File: src/rtl/mrkw_pkg.sv
// Package: item codes, keyword tables and the matcher step function.
`timescale 1ns / 1ps
`default_nettype none

package mrkw_pkg;

   localparam int REQ_TDATA_W = 16;
   localparam int REQ_TUSER_W = 2;
   localparam int RSP_TDATA_W = 16;
   localparam int KW_NUM      = 5;

   // Bit positions in the clear mask.
   localparam int CLR_FAIL    = 0;
   localparam int CLR_ERROR   = 1;
   localparam int CLR_CLOSED  = 2;
   localparam int CLR_PENDING = 3;

   typedef enum logic [1:0] {
      FUNC_BYTE  = 2'd0,
      FUNC_ARM   = 2'd1,
      FUNC_CLEAR = 2'd2
   } func_type;

   typedef enum logic [2:0] {
      KW_PREFIX = 3'd0,
      KW_FAIL   = 3'd1,
      KW_ERROR  = 3'd2,
      KW_CLOSED = 3'd3,
      KW_OK     = 3'd4
   } kw_type;

   typedef struct packed {
      logic [2:0] count;
      logic       done;
   } track_type;

   function automatic logic [2:0] kw_len(input kw_type kw);
      case (kw)
         KW_PREFIX: kw_len = 3'd7;
         KW_FAIL:   kw_len = 3'd4;
         KW_ERROR:  kw_len = 3'd5;
         KW_CLOSED: kw_len = 3'd6;
         KW_OK:     kw_len = 3'd4;
         default:   kw_len = 3'd0;
      endcase
   endfunction

   function automatic logic [7:0] kw_char(input kw_type kw, input logic [2:0] pos);
      logic [7:0] c;
      c = 8'h00;
      case (kw)
         KW_PREFIX: begin
            case (pos)
               3'd0: c = "+";
               3'd1: c = "I";
               3'd2: c = "P";
               3'd3: c = "D";
               3'd4: c = ",";
               3'd5: c = "1";
               3'd6: c = ":";
               default: c = 8'h00;
            endcase
         end
         KW_FAIL: begin
            case (pos)
               3'd0: c = "F";
               3'd1: c = "A";
               3'd2: c = "I";
               3'd3: c = "L";
               default: c = 8'h00;
            endcase
         end
         KW_ERROR: begin
            case (pos)
               3'd0: c = "E";
               3'd1: c = "R";
               3'd2: c = "R";
               3'd3: c = "O";
               3'd4: c = "R";
               default: c = 8'h00;
            endcase
         end
         KW_CLOSED: begin
            case (pos)
               3'd0: c = "C";
               3'd1: c = "L";
               3'd2: c = "O";
               3'd3: c = "S";
               3'd4: c = "E";
               3'd5: c = "D";
               default: c = 8'h00;
            endcase
         end
         KW_OK: begin
            case (pos)
               3'd0: c = "O";
               3'd1: c = "K";
               3'd2: c = 8'h0D;
               3'd3: c = 8'h0A;
               default: c = 8'h00;
            endcase
         end
         default: c = 8'h00;
      endcase
      return c;
   endfunction

   // One matcher step: advance on the expected character, else drop to zero.
   // A counter already at full length never matches, so it drops too.
   function automatic track_type kw_track(input logic [2:0] cnt, input kw_type kw,
                                          input logic [7:0] b);
      track_type r;
      r.count = 3'd0;
      r.done  = 1'b0;
      if ((cnt < kw_len(kw)) && (b == kw_char(kw, cnt))) begin
         r.count = cnt + 3'd1;
         r.done  = (r.count == kw_len(kw));
      end
      return r;
   endfunction

endpackage

`default_nettype wire

File: src/rtl/modem_reply_keyword_watcher.sv
// Top level: modem reply keyword watcher with stream input and result channels.
`timescale 1ns / 1ps
`default_nettype none

// Watches received modem bytes for "+IPD,1:", FAIL, ERROR, CLOSED and OK CR LF.
// Every request beat (tuser = func: 0 byte, 1 arm OK matcher, 2 clear flags)
// yields exactly one response beat that shows the flags after that item.
// A mismatching byte sends a matcher back to zero without being retried as a
// first character; a matcher at full length treats the next byte as a mismatch.
// The byte after a full data prefix is captured and raises capture_pending.
// The OK matcher starts armed after reset and disarms itself on a full match.
// Rate: one item per clock while rsp_tready does not stall the result register.
// The input register takes the request beat, and the matcher update then moves
// into the result register, which drives rsp_tvalid, once that register is
// free or drains.
// The input register refills while a finished result waits, so one stalled
// response does not stop the request side at once.
module modem_reply_keyword_watcher (
   input  wire logic                             clock,
   input  wire logic                             reset,
   input  wire logic                             req_tvalid,
   output logic                                  req_tready,
   // [7:0] rx_byte, [11:8] clear_mask, [15:12] zero
   input  wire logic [mrkw_pkg::REQ_TDATA_W-1:0] req_tdata,
   // [1:0] func
   input  wire logic [mrkw_pkg::REQ_TUSER_W-1:0] req_tuser,
   output logic                                  rsp_tvalid,
   input  wire logic                             rsp_tready,
   // [0] fail_seen, [1] error_seen, [2] closed_seen, [3] capture_pending,
   // [11:4] captured_byte, [12] ok_waiting, [15:13] zero
   output logic [mrkw_pkg::RSP_TDATA_W-1:0]      rsp_tdata
);
   import mrkw_pkg::*;

   // Input register.
   logic       s1_valid_ff;
   logic [1:0] s1_func_ff;
   logic [7:0] s1_byte_ff;
   logic [3:0] s1_mask_ff;

   // Result register.
   logic                   out_valid_ff;
   logic [RSP_TDATA_W-1:0] out_data_ff;
   logic [RSP_TDATA_W-1:0] out_data_in;

   // Matcher state.
   logic [2:0] cnt_ff [KW_NUM];
   logic [2:0] cnt_in [KW_NUM];
   logic       capture_armed_ff, capture_armed_in;
   logic       pending_ff, pending_in;
   logic       fail_ff, fail_in;
   logic       error_ff, error_in;
   logic       closed_ff, closed_in;
   logic       ok_armed_ff, ok_armed_in;
   logic [7:0] held_ff, held_in;

   logic              advance;
   logic [KW_NUM-1:0] kw_done;
   track_type         tr [KW_NUM];

   // Move the held item into the result register when that register is free
   // or drains this cycle; refill the input register behind it.
   assign advance    = s1_valid_ff && (!out_valid_ff || rsp_tready);
   assign req_tready = !s1_valid_ff || advance;
   assign rsp_tvalid = out_valid_ff;
   assign rsp_tdata  = out_data_ff;

   always_comb begin
      for (int k = 0; k < KW_NUM; k++) begin
         tr[k] = kw_track(cnt_ff[k], kw_type'(k), s1_byte_ff);
      end
   end

   always_comb begin
      for (int k = 0; k < KW_NUM; k++) begin
         cnt_in[k] = cnt_ff[k];
      end
      kw_done          = '0;
      capture_armed_in = capture_armed_ff;
      pending_in       = pending_ff;
      fail_in          = fail_ff;
      error_in         = error_ff;
      closed_in        = closed_ff;
      ok_armed_in      = ok_armed_ff;
      held_in          = held_ff;
      case (func_type'(s1_func_ff))
         FUNC_BYTE: begin
            // Capture the byte after a full prefix before the matchers run.
            if (capture_armed_ff) begin
               held_in          = s1_byte_ff;
               capture_armed_in = 1'b0;
               pending_in       = 1'b1;
            end
            for (int k = 0; k < KW_NUM; k++) begin
               // Hold the OK counter while its matcher is disarmed.
               if ((k != int'(KW_OK)) || ok_armed_ff) begin
                  cnt_in[k]  = tr[k].count;
                  kw_done[k] = tr[k].done;
               end
            end
            if (kw_done[KW_PREFIX]) capture_armed_in = 1'b1;
            if (kw_done[KW_FAIL])   fail_in          = 1'b1;
            if (kw_done[KW_ERROR])  error_in         = 1'b1;
            if (kw_done[KW_CLOSED]) closed_in        = 1'b1;
            if (kw_done[KW_OK])     ok_armed_in      = 1'b0;
         end
         FUNC_ARM: begin
            ok_armed_in = 1'b1;
         end
         FUNC_CLEAR: begin
            if (s1_mask_ff[CLR_FAIL])    fail_in    = 1'b0;
            if (s1_mask_ff[CLR_ERROR])   error_in   = 1'b0;
            if (s1_mask_ff[CLR_CLOSED])  closed_in  = 1'b0;
            if (s1_mask_ff[CLR_PENDING]) pending_in = 1'b0;
         end
         default: begin
            // Unused code: report the state unchanged.
         end
      endcase
      out_data_in = {3'b000, ok_armed_in, held_in, pending_in, closed_in, error_in, fail_in};
   end

   always_ff @(posedge clock) begin
      if (reset) begin
         s1_valid_ff <= 1'b0;
      end else if (req_tready) begin
         s1_valid_ff <= req_tvalid;
      end
   end

   always_ff @(posedge clock) begin
      if (req_tready && req_tvalid) begin
         s1_func_ff <= req_tuser[1:0];
         s1_byte_ff <= req_tdata[7:0];
         s1_mask_ff <= req_tdata[11:8];
      end
   end

   always_ff @(posedge clock) begin
      if (reset) begin
         out_valid_ff <= 1'b0;
      end else if (advance) begin
         out_valid_ff <= 1'b1;
      end else if (rsp_tready) begin
         out_valid_ff <= 1'b0;
      end
   end

   always_ff @(posedge clock) begin
      if (advance) begin
         out_data_ff <= out_data_in;
      end
   end

   always_ff @(posedge clock) begin
      if (reset) begin
         for (int k = 0; k < KW_NUM; k++) begin
            cnt_ff[k] <= 3'd0;
         end
         capture_armed_ff <= 1'b0;
         pending_ff       <= 1'b0;
         fail_ff          <= 1'b0;
         error_ff         <= 1'b0;
         closed_ff        <= 1'b0;
         ok_armed_ff      <= 1'b1;
         held_ff          <= 8'h00;
      end else if (advance) begin
         for (int k = 0; k < KW_NUM; k++) begin
            cnt_ff[k] <= cnt_in[k];
         end
         capture_armed_ff <= capture_armed_in;
         pending_ff       <= pending_in;
         fail_ff          <= fail_in;
         error_ff         <= error_in;
         closed_ff        <= closed_in;
         ok_armed_ff      <= ok_armed_in;
         held_ff          <= held_in;
      end
   end

endmodule

`default_nettype wire

File: config.mk
export PLATFORM = sky130hd
export DESIGN_NAME = modem_reply_keyword_watcher
export DESIGN_NICKNAME = d
export VERILOG_FILES = /design/src/rtl/mrkw_pkg.sv /design/src/rtl/modem_reply_keyword_watcher.sv
export SDC_FILE = /design/constraint.sdc
export NUM_CORES = 1
export LEC_CHECK = 0
export ABC_AREA = 0
export BUFFER_PORTS_ARGS = -buffer_cell sky130_fd_sc_hd__buf_2
export CAP_MARGIN = 5
export CORE_UTILIZATION = 35
export DETAILED_ROUTE_END_ITERATION = 8
export GPL_ROUTABILITY_DRIVEN = 0
export SLEW_MARGIN = 10
export SYNTH_ARGS = -nofsm -noshare
export SYNTH_HDL_FRONTEND = slang
export SYNTH_SLANG_ARGS = --single-unit
File: constraint.sdc
create_clock -name clock -period 3.6 [get_ports clock]
set_input_delay 0.36 -clock clock [delete_from_list [all_inputs] [get_ports clock]]
set_output_delay 0.36 -clock clock [all_outputs]
set_load 0.05 [all_outputs]
Yosys cells after proc, flatten, opt, wreduce, memory -nomap -nowiden:

Memories as Yosys holds them, arrays and structs flattened.
Index checks and enable logic that the tools add are counted.

* memory bits (writable): 15
* logic and storage cells: 134
* output and inout port bits: 18
* memories: 1
* input port bits: 22
* flip-flop bits (word level): 43

Memories
* cnt_ff: depth 5, width 3, rd ports 5, clocked after memory_dff 0, write ports 5, line modem_reply_keyword_watcher.sv:47 `logic [2:0] cnt_ff [KW_NUM];`

* bitwise operators: 5
* reductions and logical operators: 20
* eq/ne operators: 33
* magnitude comparators: 5
* add/sub/neg operators: 5
* muxes and demuxes: 52

Operators with widths (count)
* $pmux W7 S4: 2
* $pmux W7 S7: 1
* $pmux W7 S6: 1
* $eq A8 B8 Y1: 5
* $mux W3: 11
* $eq A3 B2 Y1 const B: 10
* $mux W1: 23
* $pmux W7 S3: 1
* $mux W4: 5
* $eq A3 B3 Y1 const B: 6
* $mux W8: 2
* $add A3 B1 Y3 const B: 5
* $eq A3 B1 Y1 const B: 5
* $eq A3 B3 Y1: 5
* $logic_not A3 Y1: 5
* $lt A3 B3 Y1 const B: 5
* $mux W15: 1
* $pmux W1 S2: 5
* $logic_and A1 B1 Y1: 7
* $or A1 B1 Y1: 5
* $reduce_or A3 Y1: 1
* $eq A2 B1 Y1 const B: 1
* $eq A2 B2 Y1 const B: 1
* $logic_not A1 Y1: 2
* 4 further kinds: 5

Depth between registers and ports, before layout:

Gate-level depths: netlist of run 1.
An unclocked memory read counts as a cell.

* depth after elaboration: 12
* mapped depth: 8
* mapped depth without buffers: 7

Worst setup path after synthesis of run 1:

No wires, ideal clock.

* path type: register -> register
* from: register out_valid_ff, in the netlist rsp_tvalid
* to: register s1_byte_ff[0], enable pin
* setup time: 0.309 ns
* setup slack: 1.447 ns
* arrival time: 1.845 ns
* required time: 3.291 ns
* cell stages (with the launch flop): 4
* clock period less this slack: 2.153 ns
* buffers on the path: 0
* cells stage by stage: dfxtp_1 > nor2b_1 > nand2_1 > and2_1

* longest elaborated chain between the ends: 5

Ends and longest elaborated chain
* from (decl): line modem_reply_keyword_watcher.sv:42 `logic out_valid_ff;`
* from (signal assigned): line modem_reply_keyword_watcher.sv:141 `out_valid_ff <= 1'b0;`
* from (signal assigned): line modem_reply_keyword_watcher.sv:143 `out_valid_ff <= 1'b1;`
* from (signal assigned): line modem_reply_keyword_watcher.sv:145 `out_valid_ff <= 1'b0;`
* $logic_not A1 Y1: line modem_reply_keyword_watcher.sv:63 `assign advance = s1_valid_ff && (!out_valid_ff || rsp_tready);`
* $logic_or A1 B1 Y1: line modem_reply_keyword_watcher.sv:63
* $logic_and A1 B1 Y1: line modem_reply_keyword_watcher.sv:63
* $logic_or A1 B1 Y1: line modem_reply_keyword_watcher.sv:64 `assign req_tready = !s1_valid_ff || advance;`
* net req_tready: line modem_reply_keyword_watcher.sv:22 `output logic req_tready,`
* $logic_and A1 B1 Y1: line modem_reply_keyword_watcher.sv:132 `if (req_tready && req_tvalid) begin`
* to (signal assigned): line modem_reply_keyword_watcher.sv:134 `s1_byte_ff <= req_tdata[7:0];`
* to (decl): line modem_reply_keyword_watcher.sv:38 `logic [7:0] s1_byte_ff;`

The timed path passes the listed nets, and every way through them passes these cells.
A chain may end at the register's enable or synchronous reset.

==> impl_metrics.toml, run 1 <==
[run_status]
status = "finished clean"

[logic_synthesis]
yosysWarnings = 0
syn_area_um2 = 3264
synth_top_area_cell = "edfxtp_1"
synthTopCellsByArea = "edfxtp_1 (39%), ha_1 (10%), dfxtp_1 (9.8%)"
syn_avg_cell_area_um2 = 10.53
synth_ff_type = "edfxtp_1"
synth.yosys.seq_area_share_pct = 48.45
synth_top_area_share_pct = 38.64
synth.distinct_cells = 57
synth_edf_count = 42
synthCells = 310
synthArstFlopShare_pct = 0
ys_ff_latch = 58

[critical_path]
crit_family = "simple AND/OR/NAND/NOR gates"
critPathCaptureType = "flop"
cp_data_arrival_time_ns = 2.20
critPathLaunchType = "flop"
crit_path_max_incr_delay_ns = 0.52
crit_cells = 4
path_cells = "nor2_1 -> nand2_1 -> nand2_1 -> o21a_1"
reg2reg_depth = 4
cpMostUsedCell = "nand2_1"
crit_fanout = 14
slowest_stage = "nand2_1"
critPathKind = "reg -> reg"
path_buf_inv = 0
cp_data_required_time_ns = 3.64

[floorplan]
dieHeight_um = 98.58
num_rows = 34
fp.coreArea_um2 = 8891
die_w_um = 98.58
initial_utilization_pct = 36.72
pin_count = 40
die-area_um2 = 9717

[detailed_routing]
drt-initial-drc-count = 164
routed_wirelength_um = 6675
drc = 0
dr.pass1.iters = 4
ant_nets = 0
route.vias.total = 2397
viasPerCell = 5.257
detail_route.wl_per_cell_um = 14.64

[clock_network]
hold_buffers = 0
htreeDepth = 3
post_cts_buffers = 0
cts.sinks = 58
ctsRootBufferMaster = "clkbuf_8"
cts-resized-gates = 0
cts_tree = "done"
clk_pin_slew_ns = 0.08
cts_buffer_depth = 2
cts_buffers = 9
clk_latency_ns = 0.35

[timing]
finalCritPeriodShare_pct = 59.97
fin_ws_ns = 1.441
rsz0062_at_grt = "false"
fin_setup_tns_ns = 0
hold_ws_ns = 0.1824
hold_viol_final = 0
skew_ns = 0.01330
setup_violations = 0
worstMarginPinSlew_ns = 0.8225
slew_violations = 0
fmax_ghz = 0.4632
relSlewSlack_pct = 44.99
period_minus_slack_ns = 2.159

[job]
maxCapViolations = 0

[finish]
final_common_cell = "edfxtp_1"
register_area_um2 = 1582
multi_input_area_um2 = 1510
drive_above_1_share_pct = 20.69
final_cell_mix = "edfxtp_1 (42), buf_2 (32), nand2_1 (28)"
antennaDiodeCount = 0
stdcell_area_um2 = 3719
nets = 392
area_growth_pct = 13.91
fillCellCount = 851

[global_routing]
grt_pass1_vias = 2317
grt_overflow = 0
grt_max_degree = 29
antenna_found_initial = 0
track_usage_pct = 15.01
grt_pass1_wl_um = 11270

[worst_hold_path]
hold_depth = 1
hold_path.class = "in -> reg"

[placed_design]
port_buffers = 32
pre_cts_slack_ns = 1.436
dp_hpwl_um = 4684
place_area_um2 = 3492

[power_and_ir_drop]
leakage_nw = 1.420
irDropWorstVdd_uv = 255.8
p_per_area_nw_per_um2 = 431.3
## layout make-up
cell class	instances	area share (%)
timing repair buffer	33	4.509
sequential	58	42.53
multi-input combinational	215	40.61
clock buffer	9	3.331
tap	108	3.634
clock inverter	7	2.759
inverter	26	2.624
## kinds of logic after synthesis
logic type	after synthesis	synth area share, %
other	1	0.1149
buffers and inverters	39	5.596
multiplexers	10	3.526
AND/OR/NAND/NOR	108	17.13
adder cells (fa/ha/maj)	27	10.35
XOR/XNOR	6	1.610
flip-flops	58	48.45
AO/OA/AOI/OAI	61	13.22
## stage by stage
step                power, mW  utilization, %  cells
finish                  1.604           41.82    456
global placement       0.9305           39.28    440
global route            1.662           41.82    456
floorplan              0.8936               -    312
detailed placement     0.9338           39.28    440
CTS                     1.618           41.82    456
## state kept, by name, summed over array words and instances (netlist names)
| register | flops |
|---|---|
| cnt_ff | 15 |
| closed_ff | 1 |
| pending_ff | 1 |
| rsp_tdata | 13 |
| capture_armed_ff | 1 |
| held_ff | 8 |
| rsp_tvalid | 1 |
| s1_func_ff | 2 |
| s1_valid_ff | 1 |
| fail_ff | 1 |
| s1_mask_ff | 4 |
| ok_armed_ff | 1 |
| error_ff | 1 |
| s1_byte_ff | 8 |
## power by group
group | leakage (nW) | internal (mW) | switching, mW
Sequential | 0.545 | 0.740 | 0.0341
Clock | 0.110 | 0.395 | 0.290
Combinational | 0.765 | 0.0482 | 0.0959
Total | 1.42 | 1.18 | 0.420
## synthesized netlist by cell type, drive strengths merged, types with 9 or more instances
cell and count:
edfxtp 42, nand2 28, ha 27, inv 26, nor2 25, a21oi 17, dfxtp 16, nand3 14
buf 11, o21ai 11, mux2 9, nor3 9
## final timing paths
| kind | startpoint | to | slack [ns] |
|---|---|---|---|
| worst max register to register | s1_func_ff[1] | cnt_ff[0][13] | 1.44 |
| worst min-delay path | req_tdata[11] | s1_mask_ff[3] | 0.18 |
| worst min register to register | held_ff[0] | held_ff[0] | 0.46 |
| worst max-delay path | s1_func_ff[1] | cnt_ff[0][13] | 1.44 |
## metal layers
metal / GRT usage (%) / part of all wire, % / vias up / routed length [µm]
li1: - / - / 1192 / -
met1: 18.73 / 45 / 1138 / 2974
met2: 24.59 / 49 / 58 / 3262
met3: 2.908 / 4.5 / 9 / 298
met4: 8.152 / 2.1 / 0 / 140
met5: 0 / 0 / - / 0
## worst reg2reg max path: stages, from the launching register on
cell,delay [ns]
edfxtp_1,0.50
nor2_1,0.46
nand2_1,0.09
nand2_1,0.52
o21a_1,0.29
(Power assumes the default switching activity.)
==> run 2: changes to the inputs <==
==> constraint.sdc (replaced) <==
create_clock -name clock -period 1.9 [get_ports clock]
set_input_delay 0.19 -clock clock [delete_from_list [all_inputs] [get_ports clock]]
set_output_delay 0.19 -clock clock [all_outputs]
set_load 0.05 [all_outputs]
==> run 2 against run 1 <==
The run now ends with setup timing left. Count of clock-buffer cells in the layout up 2. Via count up 14%. Worst hold slack worse by 0.17 ns. Non-clock buffer count up 70. Utilization up 11 points. Register-to-register slack worse by 1.5 ns. Critical path depth up 2. Largest cell class is now multi-input combinational cells. Largest power group unchanged.
==> impl_metrics.toml, run 2 (same netlist as run 1, synthesis figures left out) <==
[run_status]
status = "finished, violations left"
violations = "setup timing"

[timing]
skew_ns = 0.01103
rsz0062_at_grt = "true"
slew_violations = 0
setup_violations = 11
finalCritPeriodShare_pct = 105.7
hold_viol_final = 0
fin_setup_tns_ns = -0.7190
fin_ws_ns = -0.1074
fmax_ghz = 0.4982
worstMarginPinSlew_ns = 0.6746
relSlewSlack_pct = 55.03
period_minus_slack_ns = 2.007

[critical_path]
cp_data_required_time_ns = 2.10
cp_data_arrival_time_ns = 2.21
critPathCaptureType = "flop"
critPathLaunchType = "flop"
critPathKind = "reg -> reg"
crit_fanout = 4

[finish]
stdcell_area_um2 = 4692
nets = 462
largest_register_ffs = 15
final_core_util_pct = 52.77
registers.top_by_ff_count = "cnt_ff"
final_common_cell = "buf_4"
area_growth_pct = 43.73
antennaDiodeCount = 0
drive_above_1_share_pct = 47.13
final_cell_mix = "buf_4 (55), edfxtp_1 (42), buf_2 (32)"

[global_routing]
track_usage_pct = 17.02
antenna_found_initial = 0
grt_overflow = 0
grt_pass1_wl_um = 12630
grt_max_degree = 29
grt_pass1_vias = 2632

[placed_design]
dp_hpwl_um = 5323
port_buffers = 32
place_area_um2 = 3890
pre_cts_slack_ns = -0.1676

[detailed_routing]
detail_route.wl_per_cell_um = 15.83
drt-initial-drc-count = 110
routed_wirelength_um = 8325
route.vias.total = 2721
drc = 0
viasPerCell = 5.173
ant_nets = 0
dr.pass1.iters = 4

[power_and_ir_drop]
leakage_nw = 1.823
p_per_area_nw_per_um2 = 632.5
irDropWorstVdd_uv = 517.9
power_mw = 2.968

[floorplan]
die_w_um = 98.58
die-area_um2 = 9717
pin_count = 40
dieHeight_um = 98.58
fp.coreArea_um2 = 8891
num_rows = 34
initial_utilization_pct = 36.72

[clock_network]
clk_pin_slew_ns = 0.07
clk_latency_ns = 0.35
cts_buffers = 9
cts_tree = "done"
htreeDepth = 3
cts.sinks = 58
cts_buffer_depth = 2
ctsRootBufferMaster = "clkbuf_8"

[worst_hold_path]
hold_path.class = "in -> reg"

[job]
maxCapViolations = 0
[run 2: where the power goes]
| part | total, mW | internal (mW) | switching [mW] |
|---|---|---|---|
| Clock | 1.02 | 0.501 | 0.514 |
| Sequential | 1.45 | 1.40 | 0.0483 |
| Combinational | 0.501 | 0.220 | 0.281 |
| Total | 2.97 | 2.12 | 0.844 |
[run 2: worst paths after layout]
| path | startpoint | to | slack [ns] | cells past startpoint |
|---|---|---|---|---|
| hold / removal | req_tdata[10] | s1_mask_ff[2] | 0.01 | 1 |
| setup / recovery | cnt_ff[0][1] | cnt_ff[0][2] | -0.11 | 6 |
| setup reg to reg | cnt_ff[0][1] | cnt_ff[0][2] | -0.11 | 6 |
| hold reg to reg | held_ff[4] | held_ff[4] | 0.45 | 2 |
[run 2: repair_timing]
item                                    CTS  global route
hold buffers                              0             5
pin swaps                                25            35
setup buffers                             8            10
hold endpoints to repair                  0             5
endpoints found under the setup margin   21            23
gates resized for setup                  36            59
[run 2: metal layers]
| metal | global-route usage, % | wire (µm) |
|---|---|---|
| met4 | 4.937 | 98 |
| met5 | 0 | 0 |
| met1 | 20.65 | 3510 |
| met2 | 29.41 | 4343 |
| met3 | 4.894 | 372 |
[run 2: area by class of cell]
type / count / area (µm²)
Clock buffer: 11 / 141.4
Tap cell: 108 / 135.1
Multi-Input combinational cell: 215 / 1914
Timing Repair Buffer: 103 / 782.0
Fill cell: 784 / 4199
Clock inverter: 5 / 30.03
Sequential cell: 58 / 1582
Inverter: 26 / 107.6
[run 2: worst max-delay path, cell delays in order, from the launching register on]
cell	delay [ns]
edfxtp_1	0.49
ha_2	0.26
nor2b_4	0.12
o21a_1	0.18
or3_1	0.35
a211o_1	0.33
nor2_1	0.12
[run 2: metrics by stage]
step	hold slack, ns	cells
floorplan	0.2889	312
global placement	0.3669	487
detailed placement	0.3685	487
CTS	0.009801	511
finish	0.01293	526
global route	0.002280	526
==> run 3: changes to the inputs <==
--- a/config.mk
+++ b/config.mk
@@ -6,7 +6,7 @@
 export NUM_CORES = 1
 export LEC_CHECK = 0
 export ABC_AREA = 0
-export BUFFER_PORTS_ARGS = -buffer_cell sky130_fd_sc_hd__buf_2
+export BUFFER_PORTS_ARGS = -buffer_cell sky130_fd_sc_hd__buf_4
 export CAP_MARGIN = 5
 export CORE_UTILIZATION = 35
 export DETAILED_ROUTE_END_ITERATION = 8
==> run 3 against run 2 <==
The run still ends with setup timing left. Utilization is 0.34 points lower. Sequential cell count stayed put. Wire length is 4.1% lower. Critical endpoint is now cnt_ff[0][0]. Largest cell class unchanged. Highest routed layer unchanged.
==> impl_metrics.toml, run 3 (same netlist as run 1, synthesis figures left out) <==
[timing]
slew_violations = 0
fmax_ghz = 0.5044
finalCritPeriodShare_pct = 104.3
hold_viol_final = 0
period_minus_slack_ns = 1.982
worstMarginPinSlew_ns = 0.6976
skew_ns = 0.008708
relSlewSlack_pct = 53.49
rsz0062_at_grt = "true"
setup_violations = 7
fin_ws_ns = -0.08244

[critical_path]
reg2reg_depth = 7
cp_data_arrival_time_ns = 2.19
critPathCaptureType = "flop"
path_cells = "buf_6 -> ha_4 -> xor2_4 -> a2111oi_4 -> o2111ai_1 -> a211o_1 -> nor2_1"
slowest_stage = "edfxtp_1"
cp_data_required_time_ns = 2.10
r2r_end = "cnt_ff[0][0]"
rrSetupSlack_ns = -0.08
critPathKind = "reg -> reg"
critPathLaunchType = "flop"
crit_fanout = 4
crit_path_max_incr_delay_ns = 0.46
rr_startpoint = "cnt_ff[0][0]"

[floorplan]
pin_count = 40
fp.coreArea_um2 = 8891
num_rows = 34
initial_utilization_pct = 36.72
die_w_um = 98.58
die-area_um2 = 9717
dieHeight_um = 98.58

[placed_design]
place_area_um2 = 3960
pre_cts_slack_ns = -0.1229
dp_hpwl_um = 5466
port_buffers = 32

[global_routing]
antenna_found_initial = 0
track_usage_pct = 16.68
grt_pass1_vias = 2546
grt_overflow = 0
grt_max_degree = 17
grt_pass1_wl_um = 12340

[finish]
stdcell_area_um2 = 4662
multi_input_area_um2 = 1872
register_area_um2 = 1582
fillCellCount = 789
antennaDiodeCount = 0
nets = 458
largest_register_ffs = 15
drive_above_1_share_pct = 46.62
final_common_cell = "buf_4"
registers.top_by_ff_count = "cnt_ff"
area_growth_pct = 42.81
final_cell_mix = "buf_4 (92), edfxtp_1 (42), nand2_1 (25)"

[detailed_routing]
ant_nets = 0
route.vias.total = 2703
routed_wirelength_um = 7982
viasPerCell = 5.178
drc = 0
drt-initial-drc-count = 126
dr.pass1.iters = 4
detail_route.wl_per_cell_um = 15.29

[run_status]
violations = "setup timing"
status = "finished, violations left"

[clock_network]
ctsRootBufferMaster = "clkbuf_8"
clk_latency_ns = 0.34
cts.sinks = 58
clk_pin_slew_ns = 0.07
cts_buffers = 9
cts_buffer_depth = 2
htreeDepth = 3
cts_tree = "done"

[job]
maxCapViolations = 0

[worst_hold_path]
holdPathEnd = "s1_byte_ff[5]"
hold_path.class = "in -> reg"
hold_path_startpoint = "req_tdata[5]"
hold_depth = 1

[power_and_ir_drop]
irDropWorstVdd_uv = 454.7
leakage_nw = 1.807
power_mw = 3.079
p_per_area_nw_per_um2 = 660.5
==> run 3: report_power, final <==
group          internal (mW)  switching, mW
Sequential              1.40         0.0502
Combinational          0.217          0.265
Clock                  0.671          0.472
==> run 3: final cells by class <==
class	count	area share (%)
repair buffers	99	16.64
multi-input cells	215	40.15
flip-flops and latches	58	33.92
well taps	108	2.899
clock buffers	13	3.408
clock inverters	3	0.8320
inverters	26	2.147
==> run 3: metrics by stage <==
stage | TNS [ns] | cells | util [%] | hold slack [ns]
floorplan | 0 | 312 | - | 0.2889
global placement | -0.6036 | 489 | 44.54 | 0.3682
detailed placement | -1.205 | 489 | 44.54 | 0.3694
CTS | -0.1690 | 511 | 48.58 | 0.005842
global route | -1.934 | 522 | 52.43 | 0.007289
finish | -0.2708 | 522 | 52.43 | 0.01907
==> run 3: repair_timing <==
item,in CTS,in global routing
gates resized for setup,28,55
pin swaps,19,26
buffers inserted,6,9
hold buffers,0,2
endpoints found under the setup margin,22,22
cloned,0,0
endpoints found under the hold margin,0,2
==> run 3: per-layer routing <==
layer  routed length [µm]  global-route usage (%)  share of wire, %
met4                  152                   7.692               1.9
met3                  337                   4.255               4.2
met1                 3394                   20.02                43
met5                    0                       0                 0
met2                 4097                   28.17                51
==> run 3: worst max path at each step <==
stage	start	to
6_report	cnt_ff[0][0]	cnt_ff[0][0]
5_1_grt	cnt_ff[0][0]	cnt_ff[0][0]
4_1_cts	cnt_ff[0][0]	cnt_ff[0][1]
3_5_place_dp	cnt_ff[0][0]	cnt_ff[0][0]
3_3_place_gp	cnt_ff[0][0]	cnt_ff[0][1]
2_1_floorplan	rsp_tvalid	s1_byte_ff[0]
==> run 3: critical path, delay by kind of cell (launching register included) <==
kind | cells | cell delay, ns
xor gates and xnor gates | 1 | 0.16
adders and majority gates | 1 | 0.18
DFF | 1 | 0.46
buffers and inverters | 1 | 0.16
and+or+nand+nor | 1 | 0.11
AOI/OAI and AO/OA | 3 | 0.76
